[config.mk]
export PLATFORM = sky130hd
export DESIGN_NAME = positional_list_engine
export DESIGN_NICKNAME = d
export VERILOG_FILES = /design/src/sv/ple_pkg.sv /design/src/sv/ple_ram.sv /design/src/sv/ple_outbuf.sv /design/src/sv/ple_ctrl.sv /design/src/sv/positional_list_engine.sv
export SDC_FILE = /design/constraint.sdc
export NUM_CORES = 1
export LEC_CHECK = 0
export BUFFER_PORTS_ARGS = -buffer_cell sky130_fd_sc_hd__buf_2
export CELL_PAD_IN_SITES_DETAIL_PLACEMENT = 0
export CELL_PAD_IN_SITES_GLOBAL_PLACEMENT = 1
export CORE_UTILIZATION = 45
export DETAILED_ROUTE_END_ITERATION = 10
export GPL_ROUTABILITY_DRIVEN = 0
export PLACE_DENSITY_LB_ADDON = 0.3
export SLEW_MARGIN = 20
export SYNTH_ARGS = -nofsm -noshare
export SYNTH_HDL_FRONTEND = slang
export SYNTH_SLANG_ARGS = --single-unit
[constraint.sdc]
create_clock -name clk -period 8.35 [get_ports clk]
set_clock_uncertainty 0.2 [all_clocks]
set_input_delay 0.4175 -clock clk [delete_from_list [all_inputs] [get_ports clk]]
set_output_delay 0.4175 -clock clk [all_outputs]
set_load 0.02 [all_outputs]
[src/sv/ple_pkg.sv]
// Shared types and constants for the positional list engine.
// No dependencies; every other file of the block imports this package.
package ple_pkg;

    localparam int POS_W        = 6;
    localparam int DATA_W       = 32;
    localparam int ACT_W        = 2;
    localparam int ST_W         = 3;
    localparam int CAPACITY_DEF = 32;
    localparam int S_TDATA_W    = 40;
    localparam int S_TUSER_W    = 2;
    localparam int M_TDATA_W    = 16;

    localparam logic [ACT_W-1:0] ACT_INSERT = 2'd0;
    localparam logic [ACT_W-1:0] ACT_DELETE = 2'd1;
    localparam logic [ACT_W-1:0] ACT_SEARCH = 2'd2;

    localparam logic [ST_W-1:0] ST_INSERTED  = 3'd0;
    localparam logic [ST_W-1:0] ST_DELETED   = 3'd1;
    localparam logic [ST_W-1:0] ST_FOUND     = 3'd2;
    localparam logic [ST_W-1:0] ST_NOT_FOUND = 3'd3;
    localparam logic [ST_W-1:0] ST_BAD_POS   = 3'd4;
    localparam logic [ST_W-1:0] ST_FULL      = 3'd5;

    typedef struct packed {
        logic [ST_W-1:0]  status;
        logic [POS_W-1:0] match_position;
        logic             last;
        logic [POS_W-1:0] entry_count;
    } result_t;

    typedef struct packed {
        logic              wr_en;
        logic [POS_W-1:0]  wr_addr;
        logic [DATA_W-1:0] wr_data;
        logic              rd_en;
        logic [POS_W-1:0]  rd_addr;
    } ram_req_t;

endpackage

[src/sv/ple_ram.sv]
// Entry store of the positional list engine: one write and one read port,
// registered read data that holds while no read is issued. Uses ple_pkg.
module ple_ram #(
    parameter int DEPTH = ple_pkg::CAPACITY_DEF
) (
    input  logic                      clk,
    input  ple_pkg::ram_req_t         req,
    output logic [ple_pkg::DATA_W-1:0] rd_data
);
    import ple_pkg::*;

    localparam int AW = (DEPTH > 1) ? $clog2(DEPTH) : 1;

    logic [DATA_W-1:0] mem [DEPTH];
    logic [DATA_W-1:0] rd_data_reg;

    always_ff @(posedge clk)
    begin
        if (req.wr_en)
        begin
            mem[req.wr_addr[AW-1:0]] <= req.wr_data;
        end
        if (req.rd_en)
        begin
            rd_data_reg <= mem[req.rd_addr[AW-1:0]];
        end
    end

    assign rd_data = rd_data_reg;

endmodule

[src/sv/ple_outbuf.sv]
// One-word output register that parts the sequencer from the result stream.
// Uses ple_pkg for the result type.
module ple_outbuf (
    input  logic             clk,
    input  logic             rst_n,
    input  logic             in_valid,
    output logic             in_ready,
    input  ple_pkg::result_t in_word,
    output logic             out_valid,
    input  logic             out_ready,
    output ple_pkg::result_t out_word
);
    import ple_pkg::*;

    logic    full_reg;
    result_t word_reg;

    assign in_ready  = !full_reg || out_ready;
    assign out_valid = full_reg;
    assign out_word  = word_reg;

    always_ff @(posedge clk or negedge rst_n)
    begin
        if (!rst_n)
        begin
            full_reg <= 1'b0;
        end
        else if (in_valid && in_ready)
        begin
            full_reg <= 1'b1;
        end
        else if (out_ready)
        begin
            full_reg <= 1'b0;
        end
    end

    always_ff @(posedge clk)
    begin
        if (in_valid && in_ready)
        begin
            word_reg <= in_word;
        end
    end

endmodule

[src/sv/ple_ctrl.sv]
// Sequencer of the positional list engine: decodes a command, streams the
// entry store through one shift/compare path, and forms results. Uses ple_pkg.
module ple_ctrl #(
    parameter int CAPACITY = ple_pkg::CAPACITY_DEF
) (
    input  logic                       clk,
    input  logic                       rst_n,
    input  logic                       in_valid,
    output logic                       in_ready,
    input  logic [ple_pkg::ACT_W-1:0]  in_action,
    input  logic [ple_pkg::POS_W-1:0]  in_position,
    input  logic [ple_pkg::DATA_W-1:0] in_value,
    output ple_pkg::ram_req_t          ram_req,
    input  logic [ple_pkg::DATA_W-1:0] ram_rdata,
    output logic                       res_valid,
    input  logic                       res_ready,
    output ple_pkg::result_t           res
);
    import ple_pkg::*;

    typedef enum logic [2:0] {
        S_IDLE = 3'b001,
        S_RUN  = 3'b010,
        S_FIN  = 3'b100
    } state_t;

    state_t            state_reg,   state_next;
    logic [POS_W-1:0]  count_reg,   count_next;
    logic [ACT_W-1:0]  op_reg,      op_next;
    logic [ST_W-1:0]   status_reg,  status_next;
    logic [POS_W-1:0]  pos_reg,     pos_next;
    logic [DATA_W-1:0] val_reg,     val_next;
    logic [POS_W-1:0]  src_reg,     src_next;
    logic [POS_W-1:0]  left_reg,    left_next;
    logic              dvld_reg,    dvld_next;
    logic [POS_W-1:0]  dpos_reg,    dpos_next;
    logic              hit_vld_reg, hit_vld_next;
    logic [POS_W-1:0]  hit_pos_reg, hit_pos_next;

    logic [POS_W:0]   cnt_ext;
    logic [POS_W:0]   pos_ext;
    logic             match;
    logic             stall;
    logic [POS_W-1:0] count_after;

    assign in_ready = (state_reg == S_IDLE);
    assign cnt_ext  = {1'b0, count_reg};
    assign pos_ext  = {1'b0, in_position};
    assign match    = dvld_reg && (op_reg == ACT_SEARCH) && (ram_rdata == val_reg);
    assign stall    = match && hit_vld_reg && !res_ready;

    always_comb
    begin
        case (status_reg)
            ST_INSERTED: count_after = count_reg + POS_W'(1);
            ST_DELETED:  count_after = count_reg - POS_W'(1);
            default:     count_after = count_reg;
        endcase
    end

    always_comb
    begin
        state_next   = state_reg;
        count_next   = count_reg;
        op_next      = op_reg;
        status_next  = status_reg;
        pos_next     = pos_reg;
        val_next     = val_reg;
        src_next     = src_reg;
        left_next    = left_reg;
        dvld_next    = dvld_reg;
        dpos_next    = dpos_reg;
        hit_vld_next = hit_vld_reg;
        hit_pos_next = hit_pos_reg;
        ram_req      = '0;
        res_valid    = 1'b0;
        res          = '0;

        case (state_reg)
            S_IDLE:
            begin
                if (in_valid)
                begin
                    op_next      = in_action;
                    pos_next     = in_position;
                    val_next     = in_value;
                    left_next    = '0;
                    src_next     = '0;
                    dvld_next    = 1'b0;
                    hit_vld_next = 1'b0;
                    state_next   = S_RUN;
                    case (in_action)
                        ACT_INSERT:
                        begin
                            if ((in_position == '0) || (pos_ext > cnt_ext + (POS_W+1)'(1)))
                            begin
                                status_next = ST_BAD_POS;
                            end
                            else if (count_reg == POS_W'(CAPACITY))
                            begin
                                status_next = ST_FULL;
                            end
                            else
                            begin
                                // Move entries from the tail down to the slot.
                                status_next = ST_INSERTED;
                                src_next    = count_reg - POS_W'(1);
                                left_next   = POS_W'(cnt_ext + (POS_W+1)'(1) - pos_ext);
                            end
                        end
                        ACT_DELETE:
                        begin
                            if ((in_position == '0) || (pos_ext > cnt_ext))
                            begin
                                status_next = ST_BAD_POS;
                            end
                            else
                            begin
                                status_next = ST_DELETED;
                                src_next    = in_position;
                                left_next   = count_reg - in_position;
                            end
                        end
                        ACT_SEARCH:
                        begin
                            status_next = ST_NOT_FOUND;
                            left_next   = count_reg;
                        end
                        default:
                        begin
                            status_next = ST_BAD_POS;
                        end
                    endcase
                end
            end

            S_RUN:
            begin
                // A new hit releases the previous one, which is not the last.
                if (match && hit_vld_reg)
                begin
                    res_valid          = 1'b1;
                    res.status         = ST_FOUND;
                    res.match_position = hit_pos_reg;
                    res.last           = 1'b0;
                    res.entry_count    = count_reg;
                end
                if (!stall)
                begin
                    if (match)
                    begin
                        hit_vld_next = 1'b1;
                        hit_pos_next = dpos_reg + POS_W'(1);
                    end
                    if (dvld_reg && (op_reg != ACT_SEARCH))
                    begin
                        ram_req.wr_en   = 1'b1;
                        ram_req.wr_addr = (op_reg == ACT_INSERT) ? dpos_reg + POS_W'(1)
                                                                 : dpos_reg - POS_W'(1);
                        ram_req.wr_data = ram_rdata;
                    end
                    if (left_reg != '0)
                    begin
                        ram_req.rd_en   = 1'b1;
                        ram_req.rd_addr = src_reg;
                        dvld_next       = 1'b1;
                        dpos_next       = src_reg;
                        src_next        = (op_reg == ACT_INSERT) ? src_reg - POS_W'(1)
                                                                 : src_reg + POS_W'(1);
                        left_next       = left_reg - POS_W'(1);
                    end
                    else
                    begin
                        dvld_next = 1'b0;
                        if (!dvld_reg)
                        begin
                            state_next = S_FIN;
                        end
                    end
                end
            end

            S_FIN:
            begin
                res_valid          = 1'b1;
                res.status         = hit_vld_reg ? ST_FOUND : status_reg;
                res.match_position = hit_vld_reg ? hit_pos_reg : '0;
                res.last           = 1'b1;
                res.entry_count    = count_after;
                if (res_ready)
                begin
                    if (status_reg == ST_INSERTED)
                    begin
                        ram_req.wr_en   = 1'b1;
                        ram_req.wr_addr = pos_reg - POS_W'(1);
                        ram_req.wr_data = val_reg;
                    end
                    count_next   = count_after;
                    hit_vld_next = 1'b0;
                    state_next   = S_IDLE;
                end
            end

            default:
            begin
                state_next = S_IDLE;
            end
        endcase
    end

    always_ff @(posedge clk or negedge rst_n)
    begin
        if (!rst_n)
        begin
            state_reg   <= S_IDLE;
            count_reg   <= '0;
            left_reg    <= '0;
            dvld_reg    <= 1'b0;
            hit_vld_reg <= 1'b0;
        end
        else
        begin
            state_reg   <= state_next;
            count_reg   <= count_next;
            left_reg    <= left_next;
            dvld_reg    <= dvld_next;
            hit_vld_reg <= hit_vld_next;
        end
    end

    always_ff @(posedge clk)
    begin
        op_reg      <= op_next;
        status_reg  <= status_next;
        pos_reg     <= pos_next;
        val_reg     <= val_next;
        src_reg     <= src_next;
        dpos_reg    <= dpos_next;
        hit_pos_reg <= hit_pos_next;
    end

endmodule

[src/sv/positional_list_engine.sv]
// An insert or a delete gives one result word once any entries have moved; a search gives a
// found word for each hit, each earlier one going out when the next hit is found, and a final
// word with the last flag, which reads not found when there was no hit.
// One command at a time: the next is taken only after the final result word of the last one
// has gone into the output register, as entries are moved or scanned through the single read port.
// Reset (rst_n, asynchronous, active low) empties the list; the entry store itself is not cleared.
module positional_list_engine #(
    parameter int CAPACITY = ple_pkg::CAPACITY_DEF
) (
    input  logic                          clk,
    input  logic                          rst_n,
    input  logic                          s_axis_tvalid,
    output logic                          s_axis_tready,
    input  logic [ple_pkg::S_TDATA_W-1:0] s_axis_tdata,  // position[5:0], value[37:6], zero pad
    input  logic [ple_pkg::S_TUSER_W-1:0] s_axis_tuser,  // action[1:0]
    output logic                          m_axis_tvalid,
    input  logic                          m_axis_tready,
    output logic [ple_pkg::M_TDATA_W-1:0] m_axis_tdata,  // status[2:0], match_position[8:3],
                                                         // entry_count[14:9], zero pad
    output logic                          m_axis_tlast
);
    import ple_pkg::*;

    // The sequencer and the entry store talk through one request struct;
    // results pass through a one-word register so that the consumer may stall.
    ram_req_t          ram_req;
    logic [DATA_W-1:0] ram_rdata;
    logic              res_valid;
    logic              res_ready;
    result_t           res;
    result_t           out_word;

    ple_ctrl #(
        .CAPACITY (CAPACITY)
    ) u_ctrl (
        .clk         (clk),
        .rst_n       (rst_n),
        .in_valid    (s_axis_tvalid),
        .in_ready    (s_axis_tready),
        .in_action   (s_axis_tuser[ACT_W-1:0]),
        .in_position (s_axis_tdata[POS_W-1:0]),
        .in_value    (s_axis_tdata[POS_W+DATA_W-1:POS_W]),
        .ram_req     (ram_req),
        .ram_rdata   (ram_rdata),
        .res_valid   (res_valid),
        .res_ready   (res_ready),
        .res         (res)
    );

    ple_ram #(
        .DEPTH (CAPACITY)
    ) u_ram (
        .clk     (clk),
        .req     (ram_req),
        .rd_data (ram_rdata)
    );

    ple_outbuf u_outbuf (
        .clk       (clk),
        .rst_n     (rst_n),
        .in_valid  (res_valid),
        .in_ready  (res_ready),
        .in_word   (res),
        .out_valid (m_axis_tvalid),
        .out_ready (m_axis_tready),
        .out_word  (out_word)
    );

    // Pack the result word, the first field in the lowest bits.
    assign m_axis_tdata = {1'b0, out_word.entry_count, out_word.match_position, out_word.status};
    assign m_axis_tlast = out_word.last;

`ifndef SYNTHESIS
    // A command occupies the sequencer, so the input is not ready right after an acceptance.
    a_busy_after_accept: assert property (@(posedge clk) disable iff (!rst_n)
        s_axis_tvalid && s_axis_tready |=> !s_axis_tready)
        else $error("input accepted twice in consecutive cycles");

    // Only a search with further hits leaves a word that is not the last.
    a_nonlast_is_found: assert property (@(posedge clk) disable iff (!rst_n)
        m_axis_tvalid && !m_axis_tlast |-> m_axis_tdata[2:0] == ST_FOUND)
        else $error("non-last result that is not a found result");

    // A found position lies within the list; every other result carries position zero.
    a_match_in_range: assert property (@(posedge clk) disable iff (!rst_n)
        m_axis_tvalid |-> (m_axis_tdata[2:0] == ST_FOUND)
            ? (m_axis_tdata[8:3] != '0 && m_axis_tdata[8:3] <= m_axis_tdata[14:9])
            : (m_axis_tdata[8:3] == '0))
        else $error("match position inconsistent with status or entry count");

    // The list never grows beyond its capacity.
    a_count_bound: assert property (@(posedge clk) disable iff (!rst_n)
        m_axis_tvalid |-> m_axis_tdata[14:9] <= POS_W'(CAPACITY))
        else $error("entry count above capacity");
`endif

endmodule

==> impl_metrics.json <==
{
  "chipHeight_um": 322,
  "clock_path_buffers": 3,
  "antenna_cells": 0,
  "vias_per_cell": 6.01,
  "clock-sinks": 1150,
  "fmax_ghz": 0.215,
  "via_count": 25600,
  "cts_tree": "yes",
  "place_hpwl_mm": 64.5,
  "root_buffer": "clkbuf_16",
  "num_rows": 116,
  "synth_cell_type_count": 78,
  "grt_usage": 0.233,
  "synth_area_um2": 46000,
  "areaGrowthSynthToFinish_pct": 13.5,
  "cts_made_buffers": 113,
  "cellLeakagePower_uw": 0.0161,
  "synth_edf_count": 1132,
  "rsz0062_at_grt": "false",
  "cp-start-kind": "flop",
  "crit_buf_inv": 2,
  "drt_iter0_drc": 2935,
  "cpLargestDelayFamily": "simple AND/OR/NAND/NOR gates",
  "maxCapViolations": 0,
  "crit_fanout": 32,
  "syn-num-nets": 2745,
  "power_per_cell_area_nw_per_um2": 272,
  "min_period_ps": 4650,
  "core_um2": 101000,
  "finalNetCount": 2883,
  "largest_reg_flops": 1024,
  "die_x_um": 322,
  "max_stage_delay_ps": 910,
  "clk-insertion-delay-late_ps": 690,
  "dieArea_um2": 103000,
  "r2r_setup_slack_ps": 3700,
  "cp.arrival_ps": 4970,
  "finalSetupViolCount": 0,
  "drive_gt1_frac": 0.183,
  "io_pins": 65,
  "worstPathCellList": "xor2_1 > nor4_1 > and3_1 > nand4_1 > buf_4 > nand2_2 > buf_4 > o221ai_1 > o221a_2 > o211ai_1",
  "grt_max_degree": 119,
  "final-max-slew-violation-count": 0,
  "outcome": "finished clean",
  "post_cts_buffers": 0,
  "worstPathRequired_ps": 8670,
  "synth_area_leaders": "edfxtp_1 (74%), mux4_2 (4.7%), mux2i_1 (2.8%)",
  "grt_antenna_before_repair": 1,
  "hp-class": "in2reg",
  "fin_tns_setup_ps": 0,
  "htree_num_levels": 3,
  "finalHoldViolations": 0,
  "netlist.top_cell.by_area": "edfxtp_1",
  "post-route-drc-count": 0,
  "post-synth-top-count-cell": "edfxtp_1",
  "grt-ovfl-total": 0,
  "worst_pin_slew_ps": 1140,
  "period_share": 0.557,
  "synth.avg_cell_area_um2": 17.2,
  "synth_cells": 2667,
  "drt-total-wl_mm": 120,
  "yosys_warnings": 0,
  "max-slew-margin-rel": 0.242,
  "path_common_cell": "buf_4",
  "grt_pass1_vias": 25900,
  "synthArstFlopShare": 0.0157,
  "port_buffers": 61,
  "crit_type": "reg2reg",
  "cp-end-kind": "flop",
  "ys_top_cells_by_count": "edfxtp_1 (1132), mux2i_1 (127), a21oi_1 (118)",
  "start_util": 0.457,
  "synth_seq_cells": 1150,
  "cts-resized-gates": 0,
  "drtPass1Iterations": 5,
  "synth_top_area_frac": 0.740,
  "final_cell_count_no_fill": 4261,
  "yosysSeqAreaShare": 0.749,
  "clk_pin_slew_ps": 60,
  "cp_slowest_cell": "nor4_1",
  "ir_worst_vdd_mv": 0.198,
  "grt_pass1_wl_mm": 175,
  "wl_per_cell_um": 28.2,
  "ys.flop_type": "edfxtp_1",
  "ant_nets": 0,
  "post-place-cells": 4005
}
==> placed cells by master (no fill, tap or decap), drive strengths merged, types with 5 or more instances in the layout <==
cell / instances
and2: 11
o221ai: 30
o22a: 32
xnor2: 44
o21a: 29
and3: 34
nand2b: 6
nor2b: 7
a222oi: 5
nand4: 12
o211ai: 33
nor2: 109
o221a: 27
nand2: 104
o21bai: 5
dfrtp: 17
xor2: 23
clkinv: 70
nor3: 44
clkbuf: 135
bufinv: 6
inv: 63
nor4: 8
a21o: 7
a21oi: 118
o22ai: 104
mux4: 96
a221oi: 7
nand3: 43
or3: 8
o21ai: 50
buf: 133
ha: 29
mux2: 35
edfxtp: 1132
a211oi: 40
a22o: 33
mux2i: 127
dlygate4sd3: 42
==> per-stage QoR <==
| step | total power [uW] | area, um2 | setup WS [ps] | util | hold WS, ps |
|---|---|---|---|---|---|
| 3_3_place_gp | 9360 | 48200 | 3920 | 0.479 | 202 |
| 6_report | 14200 | 52200 | 3700 | 0.519 | 39.3 |
| 2_1_floorplan | 8540 | 46000 | 4520 | - | -78.1 |
| 3_5_place_dp | 9410 | 48200 | 3940 | 0.479 | 232 |
| 4_1_cts | 14200 | 52100 | 3900 | 0.518 | 18.9 |
| 5_1_grt | 14600 | 52200 | 3610 | 0.519 | 56.1 |
==> what timing repair did <==
action / in CTS / in global routing
setup endpoints to repair: 0 / 0
hold endpoints to repair: 62 / 0
hold buffers: 42 / 0
==> layout make-up <==
type	instances	area, um2
fill	7978	48400
sequential	1150	34400
multi-input combinational	1302	10900
clock buffer	135	2980
tap	1357	1700
timing repair buffer	175	1290
clock inverter	79	568
inverter	63	236
==> worst register-to-register path: stages, from the launching register on <==
cell and delay (ps):
edfxtp_1 450, xor2_1 190, nor4_1 910, and3_1 380
nand4_1 140, buf_4 310, nand2_2 660, buf_4 610
o221ai_1 230, o221a_2 330, o211ai_1 100
==> power breakdown <==
| group | internal, uW | total (uW) | switching, uW | leakage [uW] |
|---|---|---|---|---|
| clock network | 2730 | 4870 | 2140 | 0.00175 |
| logic | 976 | 2650 | 1670 | 0.00465 |
| registers | 6530 | 6650 | 120 | 0.00969 |
| total | 10200 | 14200 | 3930 | 0.0161 |
==> kinds of logic (layout without fill, tap and decap cells) <==
logic type / after synthesis / after routing / synth area share
AOI/OAI and AO/OA: 542 / 542 / 0.0823
muxes: 258 / 258 / 0.0833
adders and majority gates: 32 / 32 / 0.00920
buffers and inverters: 215 / 452 / 0.0198
DFF: 1150 / 1150 / 0.749
and+or+nand+nor: 402 / 402 / 0.0431
other: 1 / 1 / 0.0000816
xor gates and xnor gates: 67 / 67 / 0.0128
==> final timing paths <==
kind	start	to	depth (start not counted)
hold / removal	s_axis_tdata[5]	u_ctrl.src_reg[5]	3
min in group asynchronous	rst_n	u_ctrl.left_reg[2]	2
hold reg to reg	u_ctrl.src_reg[5]	u_ctrl.dpos_reg[5]	0
setup / recovery	u_ctrl.val_reg[21]	u_ram.rd_data[16]	10
setup reg to reg	u_ctrl.val_reg[21]	u_ram.rd_data[16]	10
max in group asynchronous	rst_n	u_ctrl.state_reg[0]	2
==> metal layers <==
metal  GRT usage  vias up  part of all wire  wire, um
met3      0.0348      194             0.068      8200
met2       0.385     1063              0.49     58300
met5           0        -                 0         0
met4      0.0771        0             0.032      3900
li1            -    11000                 -         -
met1       0.317    13400              0.41     49700
(Power assumes the default switching activity.)
